**config.mk**
```make
export PLATFORM = sky130hd
export DESIGN_NAME = sorted_priority_queue_flat
export DESIGN_NICKNAME = d
export VERILOG_FILES = /design/src/hw/rtl/spq_pkg.sv /design/src/hw/rtl/spq_req_if.sv /design/src/hw/rtl/spq_rsp_if.sv /design/src/hw/rtl/sorted_priority_queue.sv /design/src/hw/rtl/spq_cell.sv /design/src/flat_wrapper.sv
export SDC_FILE = /design/constraint.sdc
export NUM_CORES = 2
export LEC_CHECK = 0
export ABC_CLOCK_PERIOD_IN_PS = 8100
export BUFFER_PORTS_ARGS = -buffer_cell sky130_fd_sc_hd__buf_2
export CAP_MARGIN = 20
export CELL_PAD_IN_SITES_DETAIL_PLACEMENT = 0
export CELL_PAD_IN_SITES_GLOBAL_PLACEMENT = 1
export CORE_UTILIZATION = 47
export DETAILED_ROUTE_END_ITERATION = 10
export PLACE_DENSITY_LB_ADDON = 0.1
export SLEW_MARGIN = 40
export SYNTH_ARGS = -nofsm -noshare
export SYNTH_HDL_FRONTEND = slang
export SYNTH_SLANG_ARGS = --single-unit
```
**constraint.sdc**
```tcl
create_clock -name clk -period 8.1 [get_ports clk]
set_clock_uncertainty 0.1 [all_clocks]
set_input_delay 1.62 -clock clk [delete_from_list [all_inputs] [get_ports clk]]
set_output_delay 1.62 -clock clk [all_outputs]
set_load 0.05 [all_outputs]
```
**src/hw/rtl/spq_pkg.sv**
```systemverilog
// Shared types and constants of the sorted priority queue.
package spq_pkg;

  localparam int DEPTH = 16;
  localparam int CNT_W = $clog2(DEPTH + 1);
  localparam int CMD_W = 2;
  localparam int VALUE_W = 32;
  localparam int RANK_W = 16;
  localparam int STATUS_W = 2;
  localparam int OCC_W = 5;

  typedef enum logic [CMD_W-1:0] {
    CMD_INSERT = 2'd0,
    CMD_PULL   = 2'd1,
    CMD_PEEK   = 2'd2
  } cmd_t;

  typedef enum logic [STATUS_W-1:0] {
    ST_OK    = 2'd0,
    ST_EMPTY = 2'd1,
    ST_FULL  = 2'd2
  } status_t;

  typedef struct packed {
    logic signed [VALUE_W-1:0] value;
    logic signed [RANK_W-1:0]  rank;
  } entry_t;

  typedef struct packed {
    logic   ins;
    logic   pull;
    entry_t new_entry;
  } cell_ctrl_t;

endpackage

```
**src/hw/rtl/spq_req_if.sv**
```systemverilog
// Request channel of the sorted priority queue.
interface spq_req_if;
  logic                              valid;
  logic                              ready;
  logic        [spq_pkg::CMD_W-1:0]   command;
  logic signed [spq_pkg::VALUE_W-1:0] payload;
  logic signed [spq_pkg::RANK_W-1:0]  rank;

  modport source (output valid, command, payload, rank, input ready);
  modport sink (input valid, command, payload, rank, output ready);
endinterface

```
**src/hw/rtl/spq_rsp_if.sv**
```systemverilog
// Response channel of the sorted priority queue.
interface spq_rsp_if;
  logic                               valid;
  logic                               ready;
  logic signed [spq_pkg::VALUE_W-1:0]  front_value;
  logic        [spq_pkg::STATUS_W-1:0] status;
  logic        [spq_pkg::OCC_W-1:0]    occupancy;

  modport source (output valid, front_value, status, occupancy, input ready);
  modport sink (input valid, front_value, status, occupancy, output ready);
endinterface

```
**src/hw/rtl/sorted_priority_queue.sv**
```systemverilog
// Sorted priority queue built as a chain of compare-and-shift cells.
//
// The queue holds up to DEPTH entries ordered by descending signed rank, with
// equal ranks in arrival order. Every request (insert, pull, peek or another
// command) gives one response with front value, status and occupancy. A
// request is taken in every cycle in which the response is taken or absent:
// all cells compare the new rank and shift in parallel in the cycle of
// acceptance, and the response register is the only stage.
// Stored entries need no clearing after reset.
module sorted_priority_queue (
  input logic      clk,
  input logic      rst,
  spq_req_if.sink   req,
  spq_rsp_if.source rsp
);
  import spq_pkg::*;

  logic [CNT_W-1:0]        count;
  logic [CNT_W-1:0]        count_next;
  logic                    out_valid;
  logic signed [VALUE_W-1:0] out_value;
  status_t                 out_status;
  logic [OCC_W-1:0]        out_occupancy;
  logic                    accept;
  cell_ctrl_t              ctrl;
  status_t                 res_status;
  logic signed [VALUE_W-1:0] res_value;
  entry_t                  entries [DEPTH];
  logic [DEPTH-1:0]        ge;

  assign req.ready = !out_valid || rsp.ready;
  assign accept = req.valid && req.ready;

  always_comb begin
    ctrl.ins = 1'b0;
    ctrl.pull = 1'b0;
    ctrl.new_entry.value = req.payload;
    ctrl.new_entry.rank = req.rank;
    count_next = count;
    res_status = ST_OK;
    res_value = '0;
    if (accept) begin
      unique case (cmd_t'(req.command))
        CMD_INSERT: begin
          if (count == CNT_W'(DEPTH)) begin
            res_status = ST_FULL;
          end else begin
            ctrl.ins = 1'b1;
            count_next = count + 1'b1;
          end
        end
        CMD_PULL, CMD_PEEK: begin
          if (count == '0) begin
            res_status = ST_EMPTY;
          end else begin
            res_value = entries[0].value;
            if (cmd_t'(req.command) == CMD_PULL) begin
              ctrl.pull = 1'b1;
              count_next = count - 1'b1;
            end
          end
        end
        default: begin
        end
      endcase
    end
  end

  for (genvar i = 0; i < DEPTH; i++) begin : g_cell
    logic   occ;
    logic   left_ge;
    entry_t left_entry;
    entry_t right_entry;

    assign occ = CNT_W'(i) < count;
    if (i == 0) begin : g_head
      assign left_ge = 1'b1;
      assign left_entry = ctrl.new_entry;
    end else begin : g_body
      assign left_ge = ge[i-1];
      assign left_entry = entries[i-1];
    end
    if (i == DEPTH - 1) begin : g_tail
      assign right_entry = entries[i];
    end else begin : g_inner
      assign right_entry = entries[i+1];
    end

    spq_cell u_cell (
      .clk         (clk),
      .ctrl        (ctrl),
      .occ         (occ),
      .left_ge     (left_ge),
      .left_entry  (left_entry),
      .right_entry (right_entry),
      .entry       (entries[i]),
      .ge          (ge[i])
    );
  end

  always_ff @(posedge clk) begin
    if (rst) begin
      count <= '0;
      out_valid <= 1'b0;
    end else begin
      count <= count_next;
      if (accept) begin
        out_valid <= 1'b1;
      end else if (rsp.ready) begin
        out_valid <= 1'b0;
      end
    end
  end

  always_ff @(posedge clk) begin
    if (accept) begin
      out_value <= res_value;
      out_status <= res_status;
      out_occupancy <= OCC_W'(count_next);
    end
  end

  assign rsp.valid = out_valid;
  assign rsp.front_value = out_value;
  assign rsp.status = out_status;
  assign rsp.occupancy = out_occupancy;

endmodule

```
**src/hw/rtl/spq_cell.sv**
```systemverilog
// One storage cell of the sorted chain, holding a single entry.
module spq_cell (
  input  logic                clk,
  input  spq_pkg::cell_ctrl_t ctrl,
  input  logic                occ,
  input  logic                left_ge,
  input  spq_pkg::entry_t     left_entry,
  input  spq_pkg::entry_t     right_entry,
  output spq_pkg::entry_t     entry,
  output logic                ge
);
  import spq_pkg::*;

  assign ge = occ && (entry.rank >= ctrl.new_entry.rank);

  // An insert keeps the prefix of equal or higher rank, writes the new
  // entry at the first cell past it, and shifts the rest one place back.
  always_ff @(posedge clk) begin
    if (ctrl.ins && !ge) begin
      entry <= left_ge ? ctrl.new_entry : left_entry;
    end else if (ctrl.pull) begin
      entry <= right_entry;
    end
  end

endmodule

```
**src/flat_wrapper.sv**
```systemverilog
// flat-port wrapper written by rule: the top's interface ports become plain ports
module sorted_priority_queue_flat import spq_pkg::*;
  (clk, rst, req_valid, req_command, req_payload, req_rank, req_ready, rsp_valid, rsp_front_value, rsp_status, rsp_occupancy, rsp_ready);
  spq_req_if req_i ();
  spq_rsp_if rsp_i ();
  input logic clk;
  input logic rst;
  input wire logic [$bits(req_i.valid)-1:0] req_valid;
  input wire logic [$bits(req_i.command)-1:0] req_command;
  input wire logic [$bits(req_i.payload)-1:0] req_payload;
  input wire logic [$bits(req_i.rank)-1:0] req_rank;
  output wire logic [$bits(req_i.ready)-1:0] req_ready;
  output wire logic [$bits(rsp_i.valid)-1:0] rsp_valid;
  output wire logic [$bits(rsp_i.front_value)-1:0] rsp_front_value;
  output wire logic [$bits(rsp_i.status)-1:0] rsp_status;
  output wire logic [$bits(rsp_i.occupancy)-1:0] rsp_occupancy;
  input wire logic [$bits(rsp_i.ready)-1:0] rsp_ready;
  assign req_i.valid = req_valid;
  assign req_i.command = req_command;
  assign req_i.payload = req_payload;
  assign req_i.rank = req_rank;
  assign req_ready = req_i.ready;
  assign rsp_valid = rsp_i.valid;
  assign rsp_front_value = rsp_i.front_value;
  assign rsp_status = rsp_i.status;
  assign rsp_occupancy = rsp_i.occupancy;
  assign rsp_i.ready = rsp_ready;
  sorted_priority_queue u_core (.clk(clk), .rst(rst), .req(req_i), .rsp(rsp_i));
endmodule
```
==> results.cfg <==
[drt]
drt_wl_total_um = 146000
detail_route.iter0.violations = 3213
route.vias.total = 33500
drt_first_pass_iters = 6
viasPerCell = 6.22
drc = 0
wl_per_cell_um = 27.0
ant_nets = 0

[pwr]
power.density_nw_per_um2 = 197
seqPwrFrac_pct = 48.0
p_sw_share_pct = 25.5
p_leak_nw = 20.2
clkPwrFrac_pct = 41.7
internal-power_mw = 7.61
p_switching_mw = 2.60
peakVddDrop_v = 0.000147
comb_power_share_pct = 10.3

[synth]
synth_edf_count = 807
syn_inst = 4073
synth-seq-area-share_pct = 52.0
synth_area_leaders = edfxtp_1 (52%), mux2i_1 (9.4%), mux2_2 (8.9%)
synth_top_area_cell = edfxtp_1
synth_area_sq_um = 46800
yosysWarnings = 0
yosys.cell_types.count = 67
synth_top_area_share_pct = 51.8
synth_area_per_cell_sq_um = 11.5
synthArstFlopShare_pct = 0
synthFlopType = edfxtp_1
syn-num-nets = 4389
synth_seq_cells = 813

[worst_hold_path]
holdPathStages = 2
hold_path.class = reg -> reg
holdPathEnd = u_core.rsp.valid
hp-start = u_core.rsp.valid

[global_route]
overflow = 0
grt_pass1_vias = 33100
grt_max_degree = 97
grtUsageTotal_pct = 28.6
antenna_found_initial = 1
grt_pass1_wl_um = 218000

[critical_path]
r2r_setup_slack_ns = 3.71
worst_r2r_endpoint = u_core.g_cell[0].u_cell.entry[36]
crit_path_max_fanout = 35
arrival_ns = 5.91
cpPeakStageDelay_ns = 0.74
regToRegStartpoint = u_core.count[1]
cp_cell_sequence = buf_2 -> inv_1 -> ha_1 -> nand4_1 -> nor4_1 -> o21ai_0 -> and3_1 -> a211o_4 -> nand2_2 -> buf_4 -> mux2_2
path_class = in -> reg
crit_path_start_kind = primary input
cp.required_ns = 8.42
cp_slowest_cell = buf_4
worstSetupEndpointType = flop
ff2ff_path_depth = 8

[final_layout]
mostFrequentLayoutCells = edfxtp_1 (807), a21oi_1 (523), mux2i_1 (439)
fin_cells = 5390
synthToLayoutAreaGrowth_pct = 10.8
antenna_cells = 0
drive_gt1_share_pct = 18.0
final_area_sq_um = 51800
final_common_cell = edfxtp_1
final_net_count = 4346

[timing]
max_freq_mhz = 179
worst_pin_slew_ns = 0.910
setup-violations-final = 0
rsz0062_at_grt = false
fin_crit_sh_pct = 68.9
min_period_ns = 5.58
maxSlewViolCount = 0
relSlewSlack_pct = 39.3
report.final.hold_viol_count = 0
finalSetupTns_ns = 0

[clock_tree]
cts_htree_levels = 3
cts.clk_slew.worst_paths_ns = 0.06
post_cts_resized = 0
cts.sinks = 813
clk_latency_ns = 0.69
cts_tree = yes
clk_path_buf_depth = 3
cts_root_buf = clkbuf_16
cts-buffers-inserted = 93
postCtsHoldBufs = 0
post_cts_buffers = 0

[placement]
hpwlAfterDp_um = 92400
dp_cells = 5220
dpl_cell_area_sq_um = 48800
io_buffers = 94
globalplace.congestion = 0.916

[die]
fp.dieH_um = 318
initial_core_util_pct = 47.5
die-area_sq_um = 101000
core_sq_um = 98600
io_pins = 95
num_rows = 115
dieWidth_um = 318

[flow_run]
max_cap_violations = 0

[status]
status = finished, final reports clean
-- sequential cells by signal, summed over array words and instances (netlist names) --
name                        flops
u_core.count                    5
u_core.rsp.occupancy            5
u_core.rsp.front_value         32
u_core.g_cell.u_cell.entry    768
u_core.rsp.status               2
u_core.rsp.valid                1
-- final cells by class --
class | instances | area [sq um]
fillers | 8610 | 46700
well taps | 1287 | 1610
repair buffers | 178 | 1350
inverters | 56 | 210
flip-flops and latches | 813 | 24400
clock inverters | 53 | 500
multi-input cells | 2888 | 21300
clock buffers | 115 | 2470
-- cells by family after synthesis --
| logic type | after synthesis | synth area share [%] |
|---|---|---|
| AOI/OAI and AO/OA | 922 | 10.9 |
| and+or+nand+nor | 885 | 8.23 |
| muxes | 819 | 18.5 |
| DFF | 813 | 52.0 |
| buffers and inverters | 372 | 3.31 |
| adders and majority gates | 262 | 7.00 |
-- through the flow --
stage          total power, mW  hold WS, ns  setup slack [ns]  util, %
2_1_floorplan             5.64        0.416             0.321        -
3_3_place_gp              6.01        0.414              1.92     49.3
3_5_place_dp              6.03        0.420              1.86     49.5
4_1_cts                   10.3        0.430              2.58     52.5
5_1_grt                   10.5        0.457              2.33     52.6
6_report                  10.2        0.433              2.52     52.6
-- worst max-delay path: cells and delay by family --
| kind | cells | cell delay (ns) |
|---|---|---|
| buffers and inverters | 3 | 1.60 |
| AO/OA/AOI/OAI | 2 | 0.66 |
| AND/OR/NAND/NOR | 4 | 1.07 |
| multiplexers | 1 | 0.41 |
| adder cells (fa/ha/maj) | 1 | 0.48 |
-- per-layer routing --
metal,GRT usage (%),vias to the layer above,routed length (um)
met5,0,-,0
met4,9.18,0,4300
met3,4.26,218,9740
met2,43.5,1176,63900
met1,41.9,16900,67800
li1,-,15300,-
-- Yosys cell counts (all sizes together) (13+ instances only) --
cell type,count
nor2,370
nand3,74
edfxtp,807
nand4,45
a21o,24
ha,262
inv,56
mux2i,440
clkbuf,205
a21oi,527
and2,35
nor2b,17
mux2,379
nor3,13
buf,111
nand2b,14
o211ai,16
nand2,281
a31oi,108
o21ai,180
-- power by group through the flow --
stage	logic [mW]	registers [mW]	clock network [mW]
after floorplan	0.643	5.00	0
after global placement	1.02	4.99	0
after detailed placement	1.04	4.99	0
after CTS	1.04	4.90	4.32
after global routing	1.15	4.92	4.47
final	1.05	4.90	4.25
-- worst max path at each step --
stage / depth (start not counted) / slack [ns] / to / startpoint
3_5_place_dp: 11 / 1.86 / u_core.g_cell[0].u_cell.entry[46] / req_rank[12]
6_report: 11 / 2.52 / u_core.g_cell[0].u_cell.entry[9] / req_rank[12]
5_1_grt: 11 / 2.33 / u_core.g_cell[0].u_cell.entry[12] / req_rank[11]
4_1_cts: 11 / 2.58 / u_core.g_cell[0].u_cell.entry[13] / req_rank[12]
3_3_place_gp: 11 / 1.92 / u_core.g_cell[12].u_cell.entry[41] / req_rank[10]
2_1_floorplan: 11 / 0.32 / u_core.g_cell[7].u_cell.entry[0] / req_rank[5]
Note: power is estimated with default switching activity, not from simulation.
